## config.mk

```make
export PLATFORM = sky130hd
export DESIGN_NAME = fifo_writeback_block_cache_directory
export DESIGN_NICKNAME = d
export VERILOG_FILES = /design/src/fwbc_pkg.sv /design/src/fwbc_ram.sv /design/src/fwbc_match.sv /design/src/fifo_writeback_block_cache_directory.sv
export SDC_FILE = /design/constraint.sdc
export NUM_CORES = 1
export LEC_CHECK = 0
export BUFFER_PORTS_ARGS = -buffer_cell sky130_fd_sc_hd__clkbuf_2
export CORE_ASPECT_RATIO = 1.75
export CORE_UTILIZATION = 41
export CTS_BUF_LIST = sky130_fd_sc_hd__clkbuf_8
export DETAILED_ROUTE_END_ITERATION = 12
export SLEW_MARGIN = 20
export SYNTH_ARGS = -nofsm -noshare
export SYNTH_HDL_FRONTEND = slang
export SYNTH_SLANG_ARGS = --single-unit
```

## constraint.sdc

```tcl
create_clock -name clk -period 12.15 [get_ports clk]
set_input_delay 0 -clock clk [delete_from_list [all_inputs] [get_ports clk]]
set_output_delay 0 -clock clk [all_outputs]
set_load 0.02 [all_outputs]
```

## src/fwbc_pkg.sv

```systemverilog
// shared types, codes and helpers of the block cache directory
`default_nettype none
package fwbc_pkg;

  localparam int CFG_W = 5;
  localparam logic [CFG_W-1:0] CFG_RESET = 5'd16;

  localparam logic [1:0] REQ_READ  = 2'd0;
  localparam logic [1:0] REQ_WRITE = 2'd1;
  localparam logic [1:0] REQ_FLUSH = 2'd2;
  localparam logic [1:0] REQ_NONE  = 2'd3;

  localparam logic [1:0] KIND_FETCH      = 2'd0;
  localparam logic [1:0] KIND_WRITEBACK  = 2'd1;
  localparam logic [1:0] KIND_ACCESS_END = 2'd2;
  localparam logic [1:0] KIND_FLUSH_END  = 2'd3;

  typedef struct packed {
    logic [1:0]  req_type;
    logic [7:0]  file_id;
    logic [31:0] block_number;
  } req_t;

  typedef struct packed {
    logic [1:0]  kind;
    logic [3:0]  slot_index;
    logic [7:0]  out_file_id;
    logic [31:0] out_block_number;
    logic        was_hit;
    logic        last_result;
  } res_t;

  typedef struct packed {
    logic [7:0]  file_id;
    logic [31:0] block_number;
  } tag_t;

  typedef struct packed {
    logic hit;
    logic wb;
  } match_t;

  function automatic res_t make_res(input logic [1:0] kind, input logic [3:0] slot,
                                    input logic [7:0] file, input logic [31:0] block,
                                    input logic hit, input logic last);
    res_t r;
    r.kind             = kind;
    r.slot_index       = slot;
    r.out_file_id      = file;
    r.out_block_number = block;
    r.was_hit          = hit;
    r.last_result      = last;
    return r;
  endfunction

endpackage
`default_nettype wire

```

## src/fwbc_ram.sv

```systemverilog
// generic single-write, registered-read ram
`default_nettype none
module fwbc_ram #(
  parameter int WIDTH = 40,
  parameter int DEPTH = 16
) (
  input  wire logic                                   clk,
  input  wire logic                                   we,
  input  wire logic [(DEPTH > 1 ? $clog2(DEPTH) : 1)-1:0] waddr,
  input  wire logic [WIDTH-1:0]                       wdata,
  input  wire logic [(DEPTH > 1 ? $clog2(DEPTH) : 1)-1:0] raddr,
  output logic      [WIDTH-1:0]                       rdata
);

  logic [WIDTH-1:0] mem [DEPTH];

  always_ff @(posedge clk) begin
    if (we) begin
      mem[waddr] <= wdata;
    end
    rdata <= mem[raddr];
  end

endmodule
`default_nettype wire

```

## src/fwbc_match.sv

```systemverilog
// shared tag compare unit: ring validity, tag match and flush selection
`default_nettype none
module fwbc_match #(
  parameter int SLOTS = 16
) (
  input  wire logic [(SLOTS > 1 ? $clog2(SLOTS) : 1)-1:0] slot,
  input  wire logic [(SLOTS > 1 ? $clog2(SLOTS) : 1)-1:0] head,
  input  wire logic [$clog2(SLOTS+1)-1:0]                 count,
  input  wire fwbc_pkg::tag_t                             entry,
  input  wire logic                                       dirty,
  input  wire fwbc_pkg::req_t                             cur,
  output fwbc_pkg::match_t                                result
);
  import fwbc_pkg::*;

  localparam int SW = (SLOTS > 1) ? $clog2(SLOTS) : 1;
  localparam int DW = SW + 1;

  logic [DW-1:0] s_ext;
  logic [DW-1:0] h_ext;
  logic [DW-1:0] span;
  logic          valid;
  logic          file_eq;

  always_comb begin
    s_ext = DW'(slot);
    h_ext = DW'(head);
    // distance from the oldest entry around the ring
    if (s_ext >= h_ext) begin
      span = s_ext - h_ext;
    end else begin
      span = s_ext + DW'(SLOTS) - h_ext;
    end
    valid   = 8'(span) < 8'(count);
    file_eq = entry.file_id == cur.file_id;
    result.hit = valid && (cur.req_type != REQ_FLUSH) && file_eq
                 && (entry.block_number == cur.block_number);
    result.wb  = valid && (cur.req_type == REQ_FLUSH) && file_eq && dirty;
  end

endmodule
`default_nettype wire

```

## src/fifo_writeback_block_cache_directory.sv

```systemverilog
// top level: request sequencer, dirty marks and fifo ring of the cache directory
`default_nettype none
// Directory of a fully associative write-back cache with FIFO replacement.
// A request is taken when start is high and busy is low; results come out at
// most one per cycle on result, each marked by a one-cycle strobe, and cannot
// be held off. All tags sit in one ram and are checked by a single compare
// unit, one slot per cycle, so a request walks the slots in ascending order.
// A hit ends the walk at the matching slot. A miss walks every slot, then
// gives the optional write-back of the oldest line, the fetch and the done
// beat; a flush walks every slot and then gives its end beat, its write-back
// beats overlapping the walk. The last beat of a request is on the ports in
// the first cycle with busy low, and a new request can be taken at the edge
// that ends that cycle. An unused request code is not taken, gives no result
// and leaves busy low.
module fifo_writeback_block_cache_directory #(
  parameter int SLOTS = 16
) (
  input  wire logic            clk,
  input  wire logic            rst,
  input  wire logic            start,
  output logic                 busy,
  input  wire fwbc_pkg::req_t  req,
  input  wire logic            cfg_we,
  input  wire logic [4:0]      cfg_data,
  output logic                 strobe,
  output fwbc_pkg::res_t       result
);
  import fwbc_pkg::*;

  localparam int SW   = (SLOTS > 1) ? $clog2(SLOTS) : 1;
  localparam int CW   = $clog2(SLOTS + 1);
  localparam int SUMW = CW + 1;
  localparam logic [SW-1:0] LAST = SW'(SLOTS - 1);

  typedef enum logic [2:0] {
    ST_IDLE, ST_SCAN, ST_MISS, ST_FETCH, ST_DONE, ST_FDONE
  } state_t;

  state_t          state;
  req_t            cur;
  logic [SW-1:0]   cmp_slot;
  logic [SW-1:0]   vslot;
  logic [SW-1:0]   ring_head;
  logic [CW-1:0]   fill_count;
  logic [CFG_W-1:0] slots_in_use;
  logic [SLOTS-1:0] dirty;
  res_t            res;

  logic [SW-1:0]   ram_raddr;
  tag_t            ram_rdata;
  logic            ram_we;
  tag_t            ram_wdata;
  match_t          match;

  logic [7:0]      lim;
  logic            evict;
  logic [SUMW-1:0] sum;
  logic [SW-1:0]   victim;
  logic [SW-1:0]   head_next;

  assign busy   = (state != ST_IDLE);
  assign result = res;

  fwbc_ram #(
    .WIDTH ($bits(tag_t)),
    .DEPTH (SLOTS)
  ) u_tags (
    .clk   (clk),
    .we    (ram_we),
    .waddr (victim),
    .wdata (ram_wdata),
    .raddr (ram_raddr),
    .rdata (ram_rdata)
  );

  fwbc_match #(
    .SLOTS (SLOTS)
  ) u_match (
    .slot   (cmp_slot),
    .head   (ring_head),
    .count  (fill_count),
    .entry  (ram_rdata),
    .dirty  (dirty[cmp_slot]),
    .cur    (cur),
    .result (match)
  );

  always_comb begin
    // effective slot limit: zero acts as one, clipped to the ring size
    if (slots_in_use == '0) begin
      lim = 8'd1;
    end else if (8'(slots_in_use) > 8'(SLOTS)) begin
      lim = 8'(SLOTS);
    end else begin
      lim = 8'(slots_in_use);
    end
    evict = 8'(fill_count) >= lim;
    sum   = SUMW'(ring_head) + SUMW'(fill_count);
    if (evict) begin
      victim = ring_head;
    end else if (sum >= SUMW'(SLOTS)) begin
      victim = SW'(sum - SUMW'(SLOTS));
    end else begin
      victim = SW'(sum);
    end
    head_next = (victim == LAST) ? '0 : SW'(victim + 1'b1);

    ram_we              = (state == ST_MISS);
    ram_wdata.file_id      = cur.file_id;
    ram_wdata.block_number = cur.block_number;

    // read runs one slot ahead of the compare; after the last slot fetch the oldest
    case (state)
      ST_SCAN: begin
        if (cmp_slot == LAST) begin
          ram_raddr = ring_head;
        end else begin
          ram_raddr = SW'(cmp_slot + 1'b1);
        end
      end
      default: begin
        ram_raddr = '0;
      end
    endcase
  end

  always_ff @(posedge clk) begin
    if (rst) begin
      state        <= ST_IDLE;
      strobe       <= 1'b0;
      dirty        <= '0;
      ring_head    <= '0;
      fill_count   <= '0;
      slots_in_use <= CFG_RESET;
    end else begin
      strobe <= 1'b0;
      if (cfg_we) begin
        slots_in_use <= cfg_data;
      end
      case (state)
        ST_IDLE: begin
          if (start && req.req_type != REQ_NONE) begin
            cur      <= req;
            cmp_slot <= '0;
            state    <= ST_SCAN;
          end
        end
        ST_SCAN: begin
          if (match.hit) begin
            if (cur.req_type == REQ_WRITE) begin
              dirty[cmp_slot] <= 1'b1;
            end
            strobe <= 1'b1;
            res    <= make_res(KIND_ACCESS_END, 4'(cmp_slot), cur.file_id,
                               cur.block_number, 1'b1, 1'b1);
            state  <= ST_IDLE;
          end else begin
            if (match.wb) begin
              dirty[cmp_slot] <= 1'b0;
              strobe <= 1'b1;
              res    <= make_res(KIND_WRITEBACK, 4'(cmp_slot), cur.file_id,
                                 ram_rdata.block_number, 1'b0, 1'b0);
            end
            if (cmp_slot == LAST) begin
              state <= (cur.req_type == REQ_FLUSH) ? ST_FDONE : ST_MISS;
            end else begin
              cmp_slot <= SW'(cmp_slot + 1'b1);
            end
          end
        end
        ST_MISS: begin
          vslot <= victim;
          if (evict) begin
            if (dirty[victim]) begin
              strobe <= 1'b1;
              res    <= make_res(KIND_WRITEBACK, 4'(victim), ram_rdata.file_id,
                                 ram_rdata.block_number, 1'b0, 1'b0);
            end
            ring_head <= head_next;
          end else begin
            fill_count <= CW'(fill_count + 1'b1);
          end
          dirty[victim] <= (cur.req_type == REQ_WRITE);
          state <= ST_FETCH;
        end
        ST_FETCH: begin
          strobe <= 1'b1;
          res    <= make_res(KIND_FETCH, 4'(vslot), cur.file_id, cur.block_number,
                             1'b0, 1'b0);
          state  <= ST_DONE;
        end
        ST_DONE: begin
          strobe <= 1'b1;
          res    <= make_res(KIND_ACCESS_END, 4'(vslot), cur.file_id, cur.block_number,
                             1'b0, 1'b1);
          state  <= ST_IDLE;
        end
        ST_FDONE: begin
          strobe <= 1'b1;
          res    <= make_res(KIND_FLUSH_END, 4'd0, cur.file_id, 32'd0, 1'b0, 1'b1);
          state  <= ST_IDLE;
        end
        default: begin
          state <= ST_IDLE;
        end
      endcase
    end
  end

endmodule
`default_nettype wire
```

Yosys cells after proc, flatten, opt, wreduce, memory -nomap -nowiden. Memories as Yosys holds them, arrays and structs flattened. A register that Yosys moved wholly into a read port is not among the register bits. Cells that the tools add are included.

Flip-flop bits (word level): 132. Bits of input ports: 51. Output and inout port bits: 50. Bits in writable memories: 640. Memories kept: 1. Word-level logic and storage cells: 127.

Memory list: u_tags.mem (depth 16, width 40, rd ports 1, clocked after Yosys merged registers in 1, write ports 1, RTL line fwbc_ram.sv:15) `logic [WIDTH-1:0] mem [DEPTH];`.

Bitwise operators: 5. Reduce and logical (&&, ||, !) cells: 24. Multiplexer cells: 42. Equal/unequal tests: 21. $add $sub $neg: 8. $lt $le $gt $ge: 9.

Operators with widths (number): 48-bit case mux with 5 select lines (1); 48-bit two-way mux (4); 16-bit two-way mux (3); 32-bit equality test (1); 4-bit two-way mux (8); 16-bit case mux with 2 select lines (1); 16-bit bitwise AND (1); 16-bit bitwise mux (1); 16-bit inverter (1); 16-bit OR (1); 5-bit two-way mux (3); 3-bit two-way mux (4); 3-bit case mux with 4 select lines (1); 4-bit by 5-bit less-than comparator with 1-bit output (second input constant) (2); 1-bit two-way mux (10); 2-bit != test (second input constant) (5); 5-bit AND reduction (2); 1-bit logical AND (9); 3-bit != test (second input constant) (3); 4-bit by 1-bit adder with 4-bit output (second input constant) (2); 1-bit binary-select mux with 4-bit select (2); 1-bit demux with 4-bit select (2); 4-bit equality test (second input constant) (2); 8-bit equality test (1); 29 further kinds (39).

Depth between registers and ports, before layout.
Depth after elaboration: 11. Depth in mapped cells: 15. Mapped depth without buffers: 14.

Cells and area by module. From an unflattened synthesis, not the netlist that was laid out.

Cell total of the unflattened synthesis: 1626. Area total of the unflattened synthesis: 32003.2 sq um.

Modules (own cells, without submodules): fwbc_ram (instances 1, cells each 1040, area an instance 25131.6 sq um, sequential area each 20019.2 sq um); fifo_writeback_block_cache_directory (instances 1, cells each 495, area an instance 6158.4 sq um, sequential area each 3593.4 sq um); fwbc_match (instances 1, cells each 91, area an instance 713.2 sq um, sequential area each 0.0 sq um).

Least setup slack after synthesis. OpenSTA, ideal clock, no wires.

Path kind: reg-to-reg. Start: reg cmp_slot[0]. End: reg res, in the netlist result[10], enable pin. Arrival: 7753 ps. Slack: 3800 ps. Required time: 11553 ps. Buffers on the path: 1. Cell stages (with the launch flop): 13. Clock period less this slack: 8350 ps. Setup time: 597 ps. Cells stage by stage: edfxtp_1 > buf_4 > inv_1 > ha_1 > inv_1 > fa_1 > xor2_1 > nor4_1 > ha_1 > o2bb2ai_1 > o211ai_1 > a21boi_1 > a2111oi_1.

Longest elaborated chain between the ends: 9. Elaborated cells on any way between the ends: 16. Classes of those cells: add/sub: 3; order compare: 2; eq/ne: 1; mux: 3; reduce/logical: 7.

RTL lines: from (decl) (RTL line fifo_writeback_block_cache_directory.sv:41) `logic [SW-1:0] cmp_slot;`; from (signal assigned) (RTL line fifo_writeback_block_cache_directory.sv:167) `cmp_slot <= SW'(cmp_slot + 1'b1);`; 4-bit by 5-bit adder with 5-bit output (RTL line fwbc_match.sv:32) `span = s_ext + DW'(SLOTS) - h_ext;`; 5-bit by 4-bit subtractor with 5-bit output (RTL line fwbc_match.sv:32); 5-bit two-way mux (RTL line fwbc_match.sv:29) `if (s_ext >= h_ext) begin`; 5-bit less-than comparator (RTL line fwbc_match.sv:34) `valid = 8'(span) < 8'(count);`; 1-bit logical AND (on tied branches) (2 in a row) (RTL line fwbc_match.sv:38, fwbc_match.sv:36); 1-bit logical AND (on tied branches) (RTL line fwbc_match.sv:38, fwbc_match.sv:37); 3-bit != test (no line) (*); 5-bit AND reduction (no line) (*); to (signal assigned) (RTL line fifo_writeback_block_cache_directory.sv:154) `res <= make_res(KIND_ACCESS_END, 4'(cmp_slot), cur.file_id,`; to (signal assigned) (RTL line fifo_writeback_block_cache_directory.sv:161) `res <= make_res(KIND_WRITEBACK, 4'(cmp_slot), cur.file_id,`; to (signal assigned) (RTL line fifo_writeback_block_cache_directory.sv:176) `res <= make_res(KIND_WRITEBACK, 4'(victim), ram_rdata.file_id,`; to (decl) (RTL line fifo_writeback_block_cache_directory.sv:47) `res_t res;`.

Mark *: on every way between the ends. The rest lies on a longest branch, timed or not. The select of a mux whose other input is x is not followed. A chain may end at the register's enable or synchronous reset.

Worst setup path after layout.
Start: reg cmp_slot[0]. End: reg u_tags.rdata[29], read port of u_tags.mem.

Longest elaborated chain between the ends: 3. Elaborated cells on any way between the ends: 4. Classes of those cells: add/sub: 1; eq/ne: 1; mux: 2.

RTL lines: 4-bit by 1-bit adder with 4-bit output / 4-bit equality test (equally long branches) (RTL line fifo_writeback_block_cache_directory.sv:118, fifo_writeback_block_cache_directory.sv:115); 4-bit two-way mux (*) (RTL line fifo_writeback_block_cache_directory.sv:115) `if (cmp_slot == LAST) begin`; 4-bit two-way mux (*) (RTL line fifo_writeback_block_cache_directory.sv:113) `case (state)`; to (decl) (RTL line fwbc_ram.sv:12) `output logic [WIDTH-1:0] rdata`.

Mark *: on every way between the ends. The rest lies on a longest branch, timed or not.

==> results by group <==
Clock network
  – H-Tree Depth: 3
  – Clk sink count: 811
  – CTS Root Cell: clkbuf_8
  – CTS tree: built
  – Skew-Pair Late Insertion Delay: 780 ps
  – Max Root-Sink Buffers: 3
  – Num CTS Buffers: 112
  – Worst-path clk slew: 70 ps

Setup path
  – R2r worst-path depth: 10
  – Crit end category: flop
  – CP max FO: 219
  – Crit Path Category: flop to flop
  – Worst EP arrival: 5260 ps
  – FF-to-FF Start: cmp_slot[0]
  – R2R setup slack: 7560 ps
  – Critical R2R Capture: u_tags.rdata[29]
  – Crit path launch type: flop
  – Worst EP required: 12820 ps

Synth
  – Post-synth design cell area: 0.0329 mm2
  – Seq/Total Area, Yosys: 71.8%
  – Post-synthesis async set-or-reset flop share: 0%
  – Gate Count Post-Synth: 2371
  – Ys Warns: 0
  – Flops & latches, synth: 811
  – Post-synth EDFFs: 737
  – Synth Flop Type: edfxtp_1
  – Syn_nets: 2452
  – Count of different cell masters after synthesis: 60
  – Synth Area per Inst: 13.9 um2

GRT
  – GRT Overall Usage: 21.6%
  – Vias in the first global route: 20900
  – Pin count of the biggest net entering global routing: 221
  – Initial antenna violation count: 1
  – Global-route wire length before repair: 131000 um
  – Grt total ovfl: 0

Floorplan
  – Core Footprint: 0.0795 mm2
  – Row cnt: 137
  – Die Y: 377 um
  – Num ports: 101
  – Die W: 216 um
  – Starting Density: 41.3%
  – Die Area: 0.0813 mm2

Pwr
  – LEAKAGE: 12.2 nW
  – Peak VDD IR: 0.0000933 V
  – PD cells: 172 mW/mm2
  – Total power: 0.00648 W

Finish
  – Total Nets Final: 2640
  – Fillcell total: 6992
  – Commonest non-fill, non-tap cell in the layout: edfxtp_1
  – Most frequent cells in the layout: 737 x edfxtp_1, 371 x nand2_1, 205 x a211oi_1
  – Design Area, Final: 0.0376 mm2
  – Share of post-route cells with drive strength above 1: 11.9%
  – Post-Route Utilization: 47.3%
  – Synth-to-Final Area Change: 14.5%

Place
  – Hpwl dp: 46200 um
  – RePlAce Congestion: 0.886
  – Input/output buffers: 100
  – Post-DP Area: 0.0345 mm2

Hold path
  – Hold Crit Start: req[19]
  – Hold path depth: 2
  – Hold Path Class: input port to flop
  – Hold path endpoint: cur[19]

Timing
  – RSZ-0062 raised after global routing: no
  – Number of failing hold endpoints at the final stage: 0
  – Post-route minimum period: 4590 ps
  – Pins Over Slew Limit: 0
  – Period Utilization, post-route: 37.8%
  – Worst-Margin Slew: 1370 ps
  – Slew Limit Headroom: 8.90%
  – Fmax: 0.218 GHz
  – Final clock skew: 46.0 ps
  – Setup tns final: 0 ps
  – Final setup vio count: 0

Route
  – DRT iter0 DRCs: 1456
  – Vias: 20900
  – Detailed-router iteration count before antenna repair: 5
  – Post-route ant nets: 0
  – Routed vias/inst: 5.67
  – Remaining DRCs: 0
  – Avg WL per Cell: 23.9 um
  – Routed wire length: 88300 um

Run status
  – Outcome: completed

Run
  – Max_cap viols: 0
==> layer usage <==
layer | GRT usage [%] | wire (um) | share of wire (%)
met5 | 0 | 0 | 0
met4 | 10.1 | 3780 | 4.3
met3 | 3.33 | 4120 | 4.7
met2 | 38.8 | 46100 | 52
met1 | 25.1 | 34300 | 39
==> worst max-delay path by stage <==
stage                 startpoint          endpoint  slack [ps]  depth (start not counted)
finish               cmp_slot[0]  u_tags.rdata[29]        7560                         10
global route         cmp_slot[0]  u_tags.rdata[32]        7150                         10
CTS                  cmp_slot[0]  u_tags.rdata[37]        7540                         10
detailed placement   cmp_slot[0]  u_tags.rdata[36]        7570                         10
global placement    ring_head[1]        result[27]        7680                         11
floorplan            cmp_slot[0]        result[10]        3800                         12
==> critical path, stage by stage, from the launching register on <==
cell      delay, ps
edfxtp_1        720
ha_1            310
nand3_1         340
mux2_2          430
and2_4          170
buf_12          460
buf_4           960
a211oi_1        200
a311oi_1        330
a211oi_1         90
a21oi_1         150
==> cells by family (layout without fill, tap and decap cells) <==
logic type	after synthesis	in the layout	share of synthesized area [%]
XOR/XNOR	53	53	1.41
buffers and inverters	190	470	2.30
multiplexers	13	13	0.605
AND/OR/NAND/NOR	650	650	9.18
AO/OA/AOI/OAI	624	624	13.5
adder cells (fa/ha/maj)	30	30	1.19
flip-flops	811	811	71.8
other	0	1	0
==> registers in the layout (all words and copies together), names as in the netlist, named ones only <==
name,cells
slots_in_use,5
result,47
cmp_slot,4
vslot,4
ring_head,4
u_tags.mem,640
fill_count,5
strobe,1
cur,42
u_tags.rdata,40
state,3
==> cells in the mapped netlist, types with 9 or more instances <==
cell | count | area [um2]
a31oi_1 | 84 | 526
nand2b_1 | 21 | 131
and2_1 | 153 | 957
o21ai_0 | 15 | 75.1
a22o_1 | 33 | 289
and2_0 | 9 | 56.3
clkbuf_1 | 134 | 503
xnor2_1 | 49 | 429
inv_1 | 18 | 67.6
a211oi_1 | 206 | 1550
nor2_1 | 50 | 188
buf_1 | 11 | 41.3
o22a_1 | 18 | 158
nand4_1 | 12 | 75.1
nand2_1 | 371 | 1390
o21ai_1 | 17 | 85.1
edfxtp_1 | 737 | 22100
dfxtp_1 | 74 | 1480
ha_1 | 28 | 350
a22oi_1 | 13 | 97.6
a311oi_1 | 80 | 701
o32ai_1 | 17 | 149
buf_2 | 19 | 95.1
a21oi_1 | 116 | 581
==> report_power, final <==
part,internal (W),switching [W],total [W]
Combinational,0.000439,0.000725,0.00116
Sequential,0.00318,0.000131,0.00332
Clock,0.000985,0.00102,0.00200
Total,0.00461,0.00187,0.00648
==> metrics by stage <==
stage / worst slack [ps] / instances / hold WS, ps
global route: 7150 / 3694 / 14.8
finish: 7560 / 3694 / 29.1
floorplan: 3800 / 2371 / 98.9
global placement: 7680 / 3384 / 177
CTS: 7540 / 3693 / 1.08
detailed placement: 7570 / 3384 / 179
==> final cells by class <==
type,count,area [um2],area share [%]
Multi-Input combinational cell,1370,8680,23.1
Antenna cell,1,2.50,0.00665
Clock buffer,119,1640,4.35
Sequential cell,811,23600,62.7
Timing Repair Buffer,243,1860,4.93
Inverter,21,78.8,0.209
Tap cell,1042,1300,3.46
Clock inverter,87,462,1.23
==> timing repair <==
action	4_1_cts	5_1_grt
resized for setup	0	0
setup buffers	0	0
hold buffers	103	0
endpoints found under the setup margin	0	0
hold endpoints to repair	107	0
(Power assumes the default switching activity.)
